`src/design/cfd_pkg.sv`:
```
// ============================================================================
// cfd_pkg
// Shared constants and types for the checksummed frame deframer.
// ============================================================================
`default_nettype none

package cfd_pkg;

    // Receive buffer size that bounds the accepted length byte
    localparam int BUFFER_BYTES = 64;

    // Header marker, and the legal range of the length byte
    localparam logic [7:0] HEADER_BYTE = 8'hFF;
    localparam logic [7:0] LEN_MIN     = 8'd2;
    localparam logic [7:0] LEN_MAX     = 8'(BUFFER_BYTES - 4);

    // Payload countdown holds at most LEN_MAX - 2
    localparam int LEFT_W = $clog2(BUFFER_BYTES - 5);

    // Frame status codes
    typedef enum logic [1:0] {
        ST_OK       = 2'd0,
        ST_BAD_ADDR = 2'd1,
        ST_BAD_LEN  = 2'd2,
        ST_BAD_SUM  = 2'd3
    } frame_status_t;

    // Result offered by the parser for the byte currently presented
    typedef struct packed {
        logic          emit;
        frame_status_t status;
        logic [7:0]    device_error;
        logic [15:0]   raw_position;
    } cfd_result_t;

endpackage : cfd_pkg

`default_nettype wire

```
`src/design/cfd_parser.sv`:
```
// ============================================================================
// cfd_parser
// Byte-at-a-time frame parser: header hunt, address and length checks,
// running checksum and position capture. One byte consumed per step.
// ============================================================================
`default_nettype none

module cfd_parser
    import cfd_pkg::*;
(
    input  wire logic        aclk,
    input  wire logic        aresetn,
    input  wire logic        step,         // consume rx_byte this cycle
    input  wire logic [7:0]  rx_byte,
    input  wire logic [7:0]  own_address,
    output cfd_result_t      result        // result the byte would give
);

    typedef enum logic [2:0] {
        PH_HUNT,
        PH_ADDR,
        PH_LEN,
        PH_ERR,
        PH_PAYLOAD,
        PH_CHECK
    } phase_t;

    phase_t              phase_reg,     phase_next;
    logic [1:0]          seen_reg,      seen_next;
    logic [LEFT_W-1:0]   left_reg,      left_next;
    logic [1:0]          index_reg,     index_next;
    logic [7:0]          sum_reg,       sum_next;
    logic [7:0]          error_reg,     error_next;
    logic [15:0]         position_reg,  position_next;

    logic [7:0]          sum_plus;
    logic [LEFT_W-1:0]   left_dec;

    assign sum_plus = sum_reg + rx_byte;
    assign left_dec = left_reg - LEFT_W'(1);

    // Next-state and result for the presented byte
    always_comb begin
        phase_next    = phase_reg;
        seen_next     = seen_reg;
        left_next     = left_reg;
        index_next    = index_reg;
        sum_next      = sum_reg;
        error_next    = error_reg;
        position_next = position_reg;
        result        = '{emit: 1'b0, status: ST_OK, device_error: 8'd0,
                          raw_position: 16'd0};

        unique case (phase_reg)
            PH_HUNT: begin
                if (rx_byte == HEADER_BYTE) begin
                    if (seen_reg == 2'd2) begin
                        seen_next  = 2'd0;
                        phase_next = PH_ADDR;
                    end else begin
                        seen_next = seen_reg + 2'd1;
                    end
                end else begin
                    seen_next = 2'd0;
                end
            end
            PH_ADDR: begin
                if (rx_byte != own_address) begin
                    result.emit   = 1'b1;
                    result.status = ST_BAD_ADDR;
                    phase_next    = PH_HUNT;
                end else begin
                    sum_next   = rx_byte;
                    phase_next = PH_LEN;
                end
            end
            PH_LEN: begin
                if (rx_byte < LEN_MIN || rx_byte > LEN_MAX) begin
                    result.emit   = 1'b1;
                    result.status = ST_BAD_LEN;
                    phase_next    = PH_HUNT;
                end else begin
                    sum_next   = sum_plus;
                    left_next  = LEFT_W'(rx_byte - LEN_MIN);
                    phase_next = PH_ERR;
                end
            end
            PH_ERR: begin
                error_next    = rx_byte;
                sum_next      = sum_plus;
                index_next    = 2'd0;
                position_next = 16'd0;
                phase_next    = (left_reg == '0) ? PH_CHECK : PH_PAYLOAD;
            end
            PH_PAYLOAD: begin
                sum_next = sum_plus;
                // first two payload bytes form the little-endian position
                if (index_reg == 2'd0) begin
                    position_next[7:0] = rx_byte;
                end else if (index_reg == 2'd1) begin
                    position_next[15:8] = rx_byte;
                end
                if (index_reg != 2'd2) begin
                    index_next = index_reg + 2'd1;
                end
                left_next = left_dec;
                if (left_dec == '0) begin
                    phase_next = PH_CHECK;
                end
            end
            PH_CHECK: begin
                result.emit         = 1'b1;
                result.status       = (rx_byte == (HEADER_BYTE - sum_reg)) ? ST_OK
                                                                           : ST_BAD_SUM;
                result.device_error = error_reg;
                result.raw_position = position_reg;
                phase_next          = PH_HUNT;
                seen_next           = 2'd0;
            end
            default: begin
                phase_next = PH_HUNT;
                seen_next  = 2'd0;
            end
        endcase
    end

    // Parser state; only control state is reset
    always_ff @(posedge aclk) begin
        if (!aresetn) begin
            phase_reg <= PH_HUNT;
            seen_reg  <= 2'd0;
            left_reg  <= '0;
            index_reg <= 2'd0;
        end else if (step) begin
            phase_reg    <= phase_next;
            seen_reg     <= seen_next;
            left_reg     <= left_next;
            index_reg    <= index_next;
            sum_reg      <= sum_next;
            error_reg    <= error_next;
            position_reg <= position_next;
        end
    end

endmodule : cfd_parser

`default_nettype wire

```
`src/design/checksummed_frame_deframer_core.sv`:
```
// ============================================================================
// checksummed_frame_deframer_core
// Status packet deframer: header hunt, address match, length and checksum
// checks, one status result per frame.
// ============================================================================
// Usage:
//   s_* carries received bytes, one per transaction, in arrival order.
//   m_* carries one result per completed or rejected frame: the status code
//   on m_tuser, the frame's error byte and 16-bit raw position on m_tdata.
//   cfg_* writes the own address; a frame whose address byte differs is
//   reported as wrong address. Write it only while the block is idle.
// Path: the byte that closes the frame is taken into the input register,
//   then its result is loaded into the result register, which drives
//   m_tvalid; while an earlier result still waits, the byte stays put.
// Throughput: one byte per cycle while no closing byte waits on a stalled result;
//   each register holds one transaction; the parser steps when its byte advances.
// Reset: parser returns to hunting the header, own address becomes 1,
//   both registers empty. cfg_ready is always high.
// Stall: while a result waits on m_tready, bytes that give no result keep
//   flowing; a byte that closes a frame waits in the input register until
//   the result register frees, and s_tready drops behind it.
// ============================================================================
`default_nettype none

module checksummed_frame_deframer_core
    import cfd_pkg::*;
(
    input  wire logic        aclk,
    input  wire logic        aresetn,

    // Received bytes
    input  wire logic        s_tvalid,
    output      logic        s_tready,
    input  wire logic [7:0]  s_tdata,     // [7:0] rx_byte

    // Frame results
    output      logic        m_tvalid,
    input  wire logic        m_tready,
    output      logic [23:0] m_tdata,     // [7:0] device_error, [23:8] raw_position
    output      logic [1:0]  m_tuser,     // [1:0] frame_status

    // Own address write
    input  wire logic        cfg_valid,
    output      logic        cfg_ready,
    input  wire logic [7:0]  cfg_data
);

    logic        in_valid_reg;
    logic [7:0]  in_byte_reg;
    logic [7:0]  own_address_reg;
    logic        out_valid_reg;
    logic [23:0] out_data_reg;
    logic [1:0]  out_user_reg;

    cfd_result_t result;
    logic        advance;
    logic        out_load;

    // Parser
    cfd_parser u_parser (
        .aclk        (aclk),
        .aresetn     (aresetn),
        .step        (advance),
        .rx_byte     (in_byte_reg),
        .own_address (own_address_reg),
        .result      (result)
    );

    // Held byte advances unless its result would overwrite a waiting one
    assign advance  = in_valid_reg && (!result.emit || !out_valid_reg || m_tready);
    assign out_load = advance && result.emit;
    assign s_tready = !in_valid_reg || advance;

    // Input register
    always_ff @(posedge aclk) begin
        if (!aresetn) begin
            in_valid_reg <= 1'b0;
        end else if (s_tready) begin
            in_valid_reg <= s_tvalid;
            in_byte_reg  <= s_tdata;
        end
    end

    // Configuration register
    assign cfg_ready = 1'b1;

    always_ff @(posedge aclk) begin
        if (!aresetn) begin
            own_address_reg <= 8'd1;
        end else if (cfg_valid) begin
            own_address_reg <= cfg_data;
        end
    end

    // Result register
    always_ff @(posedge aclk) begin
        if (!aresetn) begin
            out_valid_reg <= 1'b0;
        end else if (out_load) begin
            out_valid_reg <= 1'b1;
            out_data_reg  <= {result.raw_position, result.device_error};
            out_user_reg  <= result.status;
        end else if (m_tready) begin
            out_valid_reg <= 1'b0;
        end
    end

    assign m_tvalid = out_valid_reg;
    assign m_tdata  = out_data_reg;
    assign m_tuser  = out_user_reg;

`ifndef SYNTHESIS
    // A new result never lands on one that is still waiting
    a_no_overwrite: assert property (@(posedge aclk) disable iff (!aresetn)
        out_load |-> (!out_valid_reg || m_tready))
        else $error("result register overwritten while stalled");

    // An accepted byte is held for the parser on the next cycle
    a_byte_lands: assert property (@(posedge aclk) disable iff (!aresetn)
        (s_tvalid && s_tready) |=> in_valid_reg)
        else $error("accepted byte lost");

    // A byte that cannot advance stays put
    a_byte_holds: assert property (@(posedge aclk) disable iff (!aresetn)
        (in_valid_reg && !advance) |=> (in_valid_reg && $stable(in_byte_reg)))
        else $error("held byte changed while blocked");
`endif

endmodule : checksummed_frame_deframer_core

`default_nettype wire
```
`config.mk`:
```
export PLATFORM = sky130hd
export DESIGN_NAME = checksummed_frame_deframer_core
export DESIGN_NICKNAME = d
export VERILOG_FILES = /design/src/design/cfd_pkg.sv /design/src/design/cfd_parser.sv /design/src/design/checksummed_frame_deframer_core.sv
export SDC_FILE = /design/constraint.sdc
export NUM_CORES = 1
export LEC_CHECK = 0
export ABC_AREA = 1
export BUFFER_PORTS_ARGS = -buffer_cell sky130_fd_sc_hd__buf_2
export CORE_ASPECT_RATIO = 1.2
export CORE_MARGIN = 2
export CORE_UTILIZATION = 40
export CTS_CLUSTER_DIAMETER = 200
export DETAILED_ROUTE_END_ITERATION = 6
export GPL_TIMING_DRIVEN = 0
export MAX_ROUTING_LAYER = met4
export PLACE_DENSITY_LB_ADDON = 0.3
export SLEW_MARGIN = 40
export SYNTH_ARGS = -nofsm -noshare
export SYNTH_HDL_FRONTEND = slang
export SYNTH_SLANG_ARGS = --single-unit
```
`constraint.sdc`:
```
create_clock -name aclk -period 3.15 [get_ports aclk]
set_input_delay 0.945 -clock aclk [delete_from_list [all_inputs] [get_ports aclk]]
set_output_delay 0.945 -clock aclk [all_outputs]
set_load 0.02 [all_outputs]
```
# --- Word level (Yosys, flattened, before mapping) ---
# Cells that the tools add are included.
classes:
  muxes: 27
  n_shift: 0
  order_cmp: 2
  n_mul: 0
  addsub: 6
  n_eq_ne: 20
  bitwise_logic: 1
  reduce_logical: 29
  div: 0
op_table:
  columns: ["op", "n"]
  rows:
  - ["$mux W8", 5]
  - ["$pmux W16 S2", 1]
  - ["$pmux W8 S3", 1]
  - ["$mux W3", 5]
  - ["$pmux W3 S5", 1]
  - ["$logic_not A6 Y1", 2]
  - ["$mux W2", 6]
  - ["$ne A2 B1 Y1 const B", 6]
  - ["$pmux W6 S2", 1]
  - ["$reduce_and A5 Y1", 2]
  - ["$pmux W3 S3", 1]
  - ["$reduce_and A3 Y1", 3]
  - ["$add A8 B8 Y8", 1]
  - ["$eq A8 B8 Y1", 1]
  - ["$eq A8 B8 Y1 const B", 1]
  - ["$gt A8 B6 Y1 const B", 1]
  - ["$lt A8 B2 Y1 const B", 1]
  - ["$ne A2 B2 Y1 const B", 4]
  - ["$ne A8 B8 Y1", 1]
  - ["$pmux W2 S2", 2]
  - ["$reduce_and A4 Y1", 2]
  - ["$sub A8 B8 Y8 const A", 1]
  - ["$eq A3 B2 Y1 const B", 2]
  - ["$eq A3 B3 Y1 const B", 2]
  - ["other kinds (19)", 32]
totals:
  ram_bits: 0
  wordCells: 99
  register_bits: 89
  mem_bits_ro: 0
  inputBits: 21
  latch_bits: 0
  n_memories: 0

# --- Depth between registers and ports, before layout ---
logic_depth:
  ltp_word: 10
  mapped_depth: 13
  mapped_depth_nobuf: 13

# --- By module ---
# Synthesis repeated with hierarchy kept, for this count alone.
hier_totals:
  cells_unflattened: 453
  hier_area_um2: 4264.1
by_module_without_submodules:
  columns: ["module", "cells_per_inst", "seq_area_each_um2", "n_inst", "area_each_um2"]
  rows:
  - ["cfd_parser", 366, 1221.2, 1, 2850.2]
  - ["checksummed_frame_deframer_core", 87, 1221.2, 1, 1413.9]

# --- Worst setup path after synthesis ---
# Ideal clock, no wire load.
synth_path:
  path_kind: "reg2reg"
  from: "reg in_byte_reg[1]"
  to: "reg out_data_reg[0], in the netlist m_tdata[0] (enable)"
  slack_ns: 0.059
  t_arrival_ns: 2.673
  t_required_ns: 2.732
  setup_time_ns: 0.418
  stages_incl_launch_ff: 10
  synth_period_minus_slack_ns: 3.091
  path_cell_list: "edfxtp_1 inv_2 nand2_1 nand2_1 nand3_1 a21oi_2 nand2_2 nand2_4 nand3_1 a21oi_1"
synth_via:
  elab_chain_cells: 10
synth_rtl:
  columns: ["item", "line_no", "text"]
  rows:
  - ["start, declared", "checksummed_frame_deframer_core.sv:49", "logic [7:0] in_byte_reg;"]
  - ["start signal, assigned", "checksummed_frame_deframer_core.sv:80", "in_byte_reg <= s_tdata;"]
  - ["$lt A8 B2 Y1 or $gt A8 B6 Y1 (tied branches)", "cfd_parser.sv:78", "if (rx_byte < LEN_MIN || rx_byte > LEN_MAX) begin"]
  - ["$logic_or A1 B1 Y1", "cfd_parser.sv:78", null]
  - ["$mux W3", "cfd_parser.sv:78", null]
  - ["$pmux W3 S3 (*)", "cfd_parser.sv:54", "unique case (phase_reg)"]
  - ["$logic_not A1 Y1", "checksummed_frame_deframer_core.sv:70", "assign advance = in_valid_reg && (!result.emit || !out_valid_reg || m_tready);"]
  - ["$logic_or A1 B1 Y1 (2 in a row)", "checksummed_frame_deframer_core.sv:70", null]
  - ["$logic_and A1 B1 Y1", "checksummed_frame_deframer_core.sv:70", null]
  - ["$logic_and A1 B1 Y1 (*)", "checksummed_frame_deframer_core.sv:71", "assign out_load = advance && result.emit;"]
  - ["$reduce_and A2 Y1 (no source line) (*)", null, null]
  - ["end signal, assigned", "checksummed_frame_deframer_core.sv:101", "out_data_reg <= {result.raw_position, result.device_error};"]
  - ["end, declared", "checksummed_frame_deframer_core.sv:52", "logic [23:0] out_data_reg;"]
# Mark *: on every way between the ends. The rest lies on a longest branch, timed or not.
# A chain may end at the register's enable or synchronous reset.

# --- Worst setup path in the final report ---
layout_path:
  from: "reg in_byte_reg[1]"
  to: "out s_tready"
layout_via:
  elab_chain_cells: 9
layout_rtl:
  columns: ["item", "line_no", "text"]
  rows:
  - ["$lt A8 B2 Y1 or $gt A8 B6 Y1 (tied branches)", "cfd_parser.sv:78", null]
  - ["$logic_or A1 B1 Y1", "cfd_parser.sv:78", null]
  - ["$mux W3", "cfd_parser.sv:78", null]
  - ["$pmux W3 S3 (*)", "cfd_parser.sv:54", null]
  - ["$logic_not A1 Y1 (*)", "checksummed_frame_deframer_core.sv:70", null]
  - ["$logic_or A1 B1 Y1 (*) (2 in a row)", "checksummed_frame_deframer_core.sv:70", null]
  - ["$logic_and A1 B1 Y1 (*)", "checksummed_frame_deframer_core.sv:70", null]
  - ["$logic_or A1 B1 Y1 (*)", "checksummed_frame_deframer_core.sv:72", "assign s_tready = !in_valid_reg || advance;"]
  - ["end, declared", "checksummed_frame_deframer_core.sv:33", "output logic s_tready,"]
# Marked as above.

==> flow_summary.rst <==
.. list-table::
   :header-rows: 1

   * - Metric
     - Value
   * - Outcome
     - finished clean
   * - Max reg flops
     - 24
   * - Cell count after synthesis
     - 438
   * - Cell area after technology mapping
     - 4160 um2
   * - Min Clock Period, post-route
     - 3000 ps
   * - Yosys warning count
     - 0
   * - Number of global-route vias before repair
     - 2977
   * - Number of buffers added by the clock tree synthesis step
     - 9
   * - Crit path capture type
     - output port
   * - Overall global routing resource usage
     - 0.168
   * - Antenna diode instance count
     - 0
   * - Maximum fanout encountered on the critical timing path
     - 8
   * - FF+latch count, synth
     - 89
   * - Initial core utilization
     - 0.413
   * - Final setup violation count
     - 0
   * - DRT Wirelength
     - 8420 um
   * - Net count after synthesis
     - 473
   * - Clock input transition at the sequential cells of the worst setup and hold paths
     - 60 ps
   * - Width of the die
     - 97.0 um
   * - Syn_area_per_cell
     - 9.49 um2
   * - Number of antenna violations at the first check in global routing
     - 0
   * - Start-to-end type of the worst setup path
     - register to output port
   * - Router iterations before antenna repair
     - 4
   * - Worst reg2reg path startpoint
     - in_byte_reg[1]$_DFFE_PP_
   * - Slowest stage cell, crit path
     - edfxtp_1
   * - Data arrival time of the critical path
     - 2060 ps
   * - Critical Path Start Type
     - register
   * - Floorplan Core Area
     - 10100 um2
   * - GRT overflow
     - 0
   * - Maximum Capacitance Violations
     - 0
   * - Final worst path period share
     - 0.953
   * - Depth of the most critical reg-to-reg path
     - 9
   * - Total Neg Setup Slack
     - 0 ps
   * - Quantity of hold-fixing buffers added after cts
     - 0
   * - Cell class contributing the biggest share of worst-path delay
     - simple AND/OR/NAND/NOR gates
   * - Reg2reg setup slack
     - 260 ps
   * - Maximum VDD drop
     - 0.000235 V
   * - Number of different library cells in the post-synthesis netlist
     - 37
   * - Detailed-route via count
     - 3050
   * - Most area-consuming cells after synthesis
     - edfxtp_1 48%, dfxtp_1 11%, nand2_1 7.6%, nor2_1 7.2%, inv_1 4.6%
   * - Max Transition Viols Final
     - 0
   * - Hold Path Stages
     - 2
   * - Ratio of cells with drive above 1 in the final layout
     - 0.195
   * - Cell row count
     - 40
   * - Gpl congestion
     - 0.859
   * - Total buffers and inverters traversed by the critical path
     - 2
   * - Count of nets left with antenna violations after detail routing
     - 0
   * - Wire length of the first global-routing pass
     - 14400 um
   * - Kind of path behind the tightest hold check
     - register to register
   * - Worst max-slew margin expressed relative to the limit
     - 0.483
   * - Maximum number of pins on one net before global-route repair
     - 17
   * - Post-route cell area
     - 4960 um2
   * - Average routed wire per standard cell
     - 13.2 um
   * - Largest stage delay on the critical path
     - 500 ps
   * - Clock latency at the later pin of the worst-skew pair
     - 340 ps
   * - Post-layout nets
     - 543
   * - Area of the die
     - 11200 um2
   * - Final worst clock skew
     - 6.50 ps
   * - Launch point of the worst hold path
     - own_address_reg[6]$_SDFFE_PN0P_
   * - Ports
     - 50
   * - Vias per cell
     - 4.77
   * - Placed wire-length estimate
     - 6060 um
   * - Power per cell area
     - 494 nW/um2
   * - Area growth from synthesis to final layout
     - 19.3%
   * - Hold worst-path end
     - own_address_reg[6]$_SDFFE_PN0P_
   * - Data required time at the worst endpoint
     - 2200 ps
   * - Clock tree from TritonCTS
     - built
   * - Fraction of post-synthesis cell area in the top cell type by area
     - 0.477
   * - H-tree depth reported by CTS
     - 3
   * - Upper clock frequency limit
     - 0.333 GHz
   * - Number of hold violations in the final report
     - 0
   * - Endpoint of the worst-slack reg-to-reg timing path
     - u_parser.error_reg[1]$_DFFE_PP_
   * - Pleak
     - 0.00222 uW
   * - Library cell with the largest summed area after synthesis
     - edfxtp_1
   * - Number of cells in the design after placement
     - 612
   * - Cells along the critical path
     - inv_2, nand2_1, nand2_1, nand3_1, a21oi_2, nand2_2, nand3_1, buf_2
   * - Placement-stage cell area
     - 4580 um2
   * - Seq/Total Area, Yosys
     - 0.588
   * - Worst-case clock buffer depth
     - 2
   * - CTS sink count
     - 89
   * - Root Driver
     - clkbuf_16
   * - Die Ht
     - 116 um
   * - Pin slew with the least headroom to its limit
     - 773 ps
   * - Final Instance Count excl. Fillers
     - 639
   * - Starting DRT DRC Count
     - 102
   * - Count of unresolved DRC violations after routing
     - 0
   * - Number of port buffers
     - 47
-- layer usage --
| metal | routed length, um | GRT usage | vias to the layer above |
|---|---|---|---|
| met1 | 3710 | 0.197 | 1374 |
| met4 | 235 | 0.0873 | 0 |
| li1 | - | - | 1584 |
| met2 | 4090 | 0.277 | 75 |
| met5 | 0 | - | - |
| met3 | 384 | 0.0326 | 17 |
-- final cells by class --
type / instances / area [um2]
clock inverter: 5 / 56.3
multi-input combinational: 282 / 1480
sequential: 89 / 2440
timing repair buffer: 59 / 333
inverter: 58 / 218
tap: 126 / 158
clock buffer: 11 / 233
buffer: 9 / 40.0
fill: 946 / 5100
-- worst min-delay path, stage by stage, from the launching register on --
cell and delay (ps):
dfxtp_1 310, inv_1 70, a21oi_1 60
-- logic make-up after synthesis --
| family | count (synthesis) | synth area share |
|---|---|---|
| and+or+nand+nor | 209 | 0.219 |
| adders and majority gates | 14 | 0.0440 |
| AOI/OAI and AO/OA | 45 | 0.0593 |
| buffers and inverters | 67 | 0.0620 |
| xor gates and xnor gates | 13 | 0.0274 |
| DFF | 89 | 0.588 |
| other | 1 | 0.000902 |
-- metrics by stage --
stage / setup slack (ps) / power [uW] / utilization / hold WS [ps]
2_1_floorplan: 58.9 / 1380 / - / 448
3_3_place_gp: -763 / 1420 / 0.452 / 464
3_5_place_dp: 187 / 1420 / 0.455 / 473
4_1_cts: 72.7 / 2460 / 0.484 / 484
5_1_grt: -5.82 / 2550 / 0.493 / 516
6_report: 147 / 2450 / 0.493 / 485
-- report_power, final --
group / leakage [uW] / internal (uW) / total, uW / switching, uW
combinational: 0.00129 / 52.9 / 122 / 69.3
clock: 0.000139 / 613 / 1040 / 430
sequential: 0.000791 / 1260 / 1280 / 18.7
-- Yosys cell counts --
cell type / n
nand3_2: 2
nand3_1: 18
xor2_1: 6
clkinv_1: 1
a21oi_2: 1
inv_2: 6
edfxtp_1: 66
buf_1: 1
fa_1: 1
nand2_1: 84
nand2_2: 3
o211ai_1: 2
nor3_4: 1
clkbuf_1: 5
a31oi_1: 2
nand2_4: 1
or2_2: 1
nor2_4: 1
nand3b_1: 1
nor4_1: 2
nor3_1: 2
buf_4: 1
o22ai_1: 3
ha_1: 13
o21a_1: 1
nor2_2: 2
buf_2: 2
conb_1: 1
nor2_1: 80
inv_1: 51
nor3_2: 2
o311ai_0: 1
a21oi_1: 16
o21ai_0: 19
dfxtp_1: 23
nand4_1: 9
xnor2_1: 7
-- what timing repair did --
action                     CTS  global route
resized for setup            0             1
buffers inserted             0            11
hold endpoints to repair     0             0
setup endpoints to repair    0            17
-- worst max-delay path by stage --
stage,startpoint,end,cells past startpoint
floorplan,in_byte_reg[1]$_DFFE_PP_,m_tdata[0]$_SDFFCE_PN0P_,9
global placement,in_byte_reg[6]$_DFFE_PP_,m_tdata[8]$_SDFFCE_PN0P_,11
detailed placement,in_byte_reg[6]$_DFFE_PP_,u_parser.position_reg[6]$_SDFFCE_PN0P_,11
CTS,in_byte_reg[6]$_DFFE_PP_,s_tready,10
global route,in_byte_reg[1]$_DFFE_PP_,s_tready,8
finish,in_byte_reg[1]$_DFFE_PP_,s_tready,8
-- layout by cell type, fill, tap and decap left out, drive strengths merged --
| cell | instances |
|---|---|
| a21oi | 17 |
| a31oi | 2 |
| buf | 63 |
| bufinv | 1 |
| clkbuf | 16 |
| clkinv | 4 |
| clkinvlp | 1 |
| conb | 1 |
| dfxtp | 23 |
| edfxtp | 66 |
| fa | 1 |
| ha | 13 |
| inv | 57 |
| nand2 | 88 |
| nand3 | 20 |
| nand3b | 1 |
| nand4 | 9 |
| nor2 | 83 |
| nor3 | 5 |
| nor4 | 2 |
| o211ai | 2 |
| o21a | 1 |
| o21ai | 19 |
| o22ai | 3 |
| o311ai | 1 |
| or2 | 1 |
| xnor2 | 7 |
| xor2 | 6 |
Note: power is estimated with default switching activity, not from simulation.
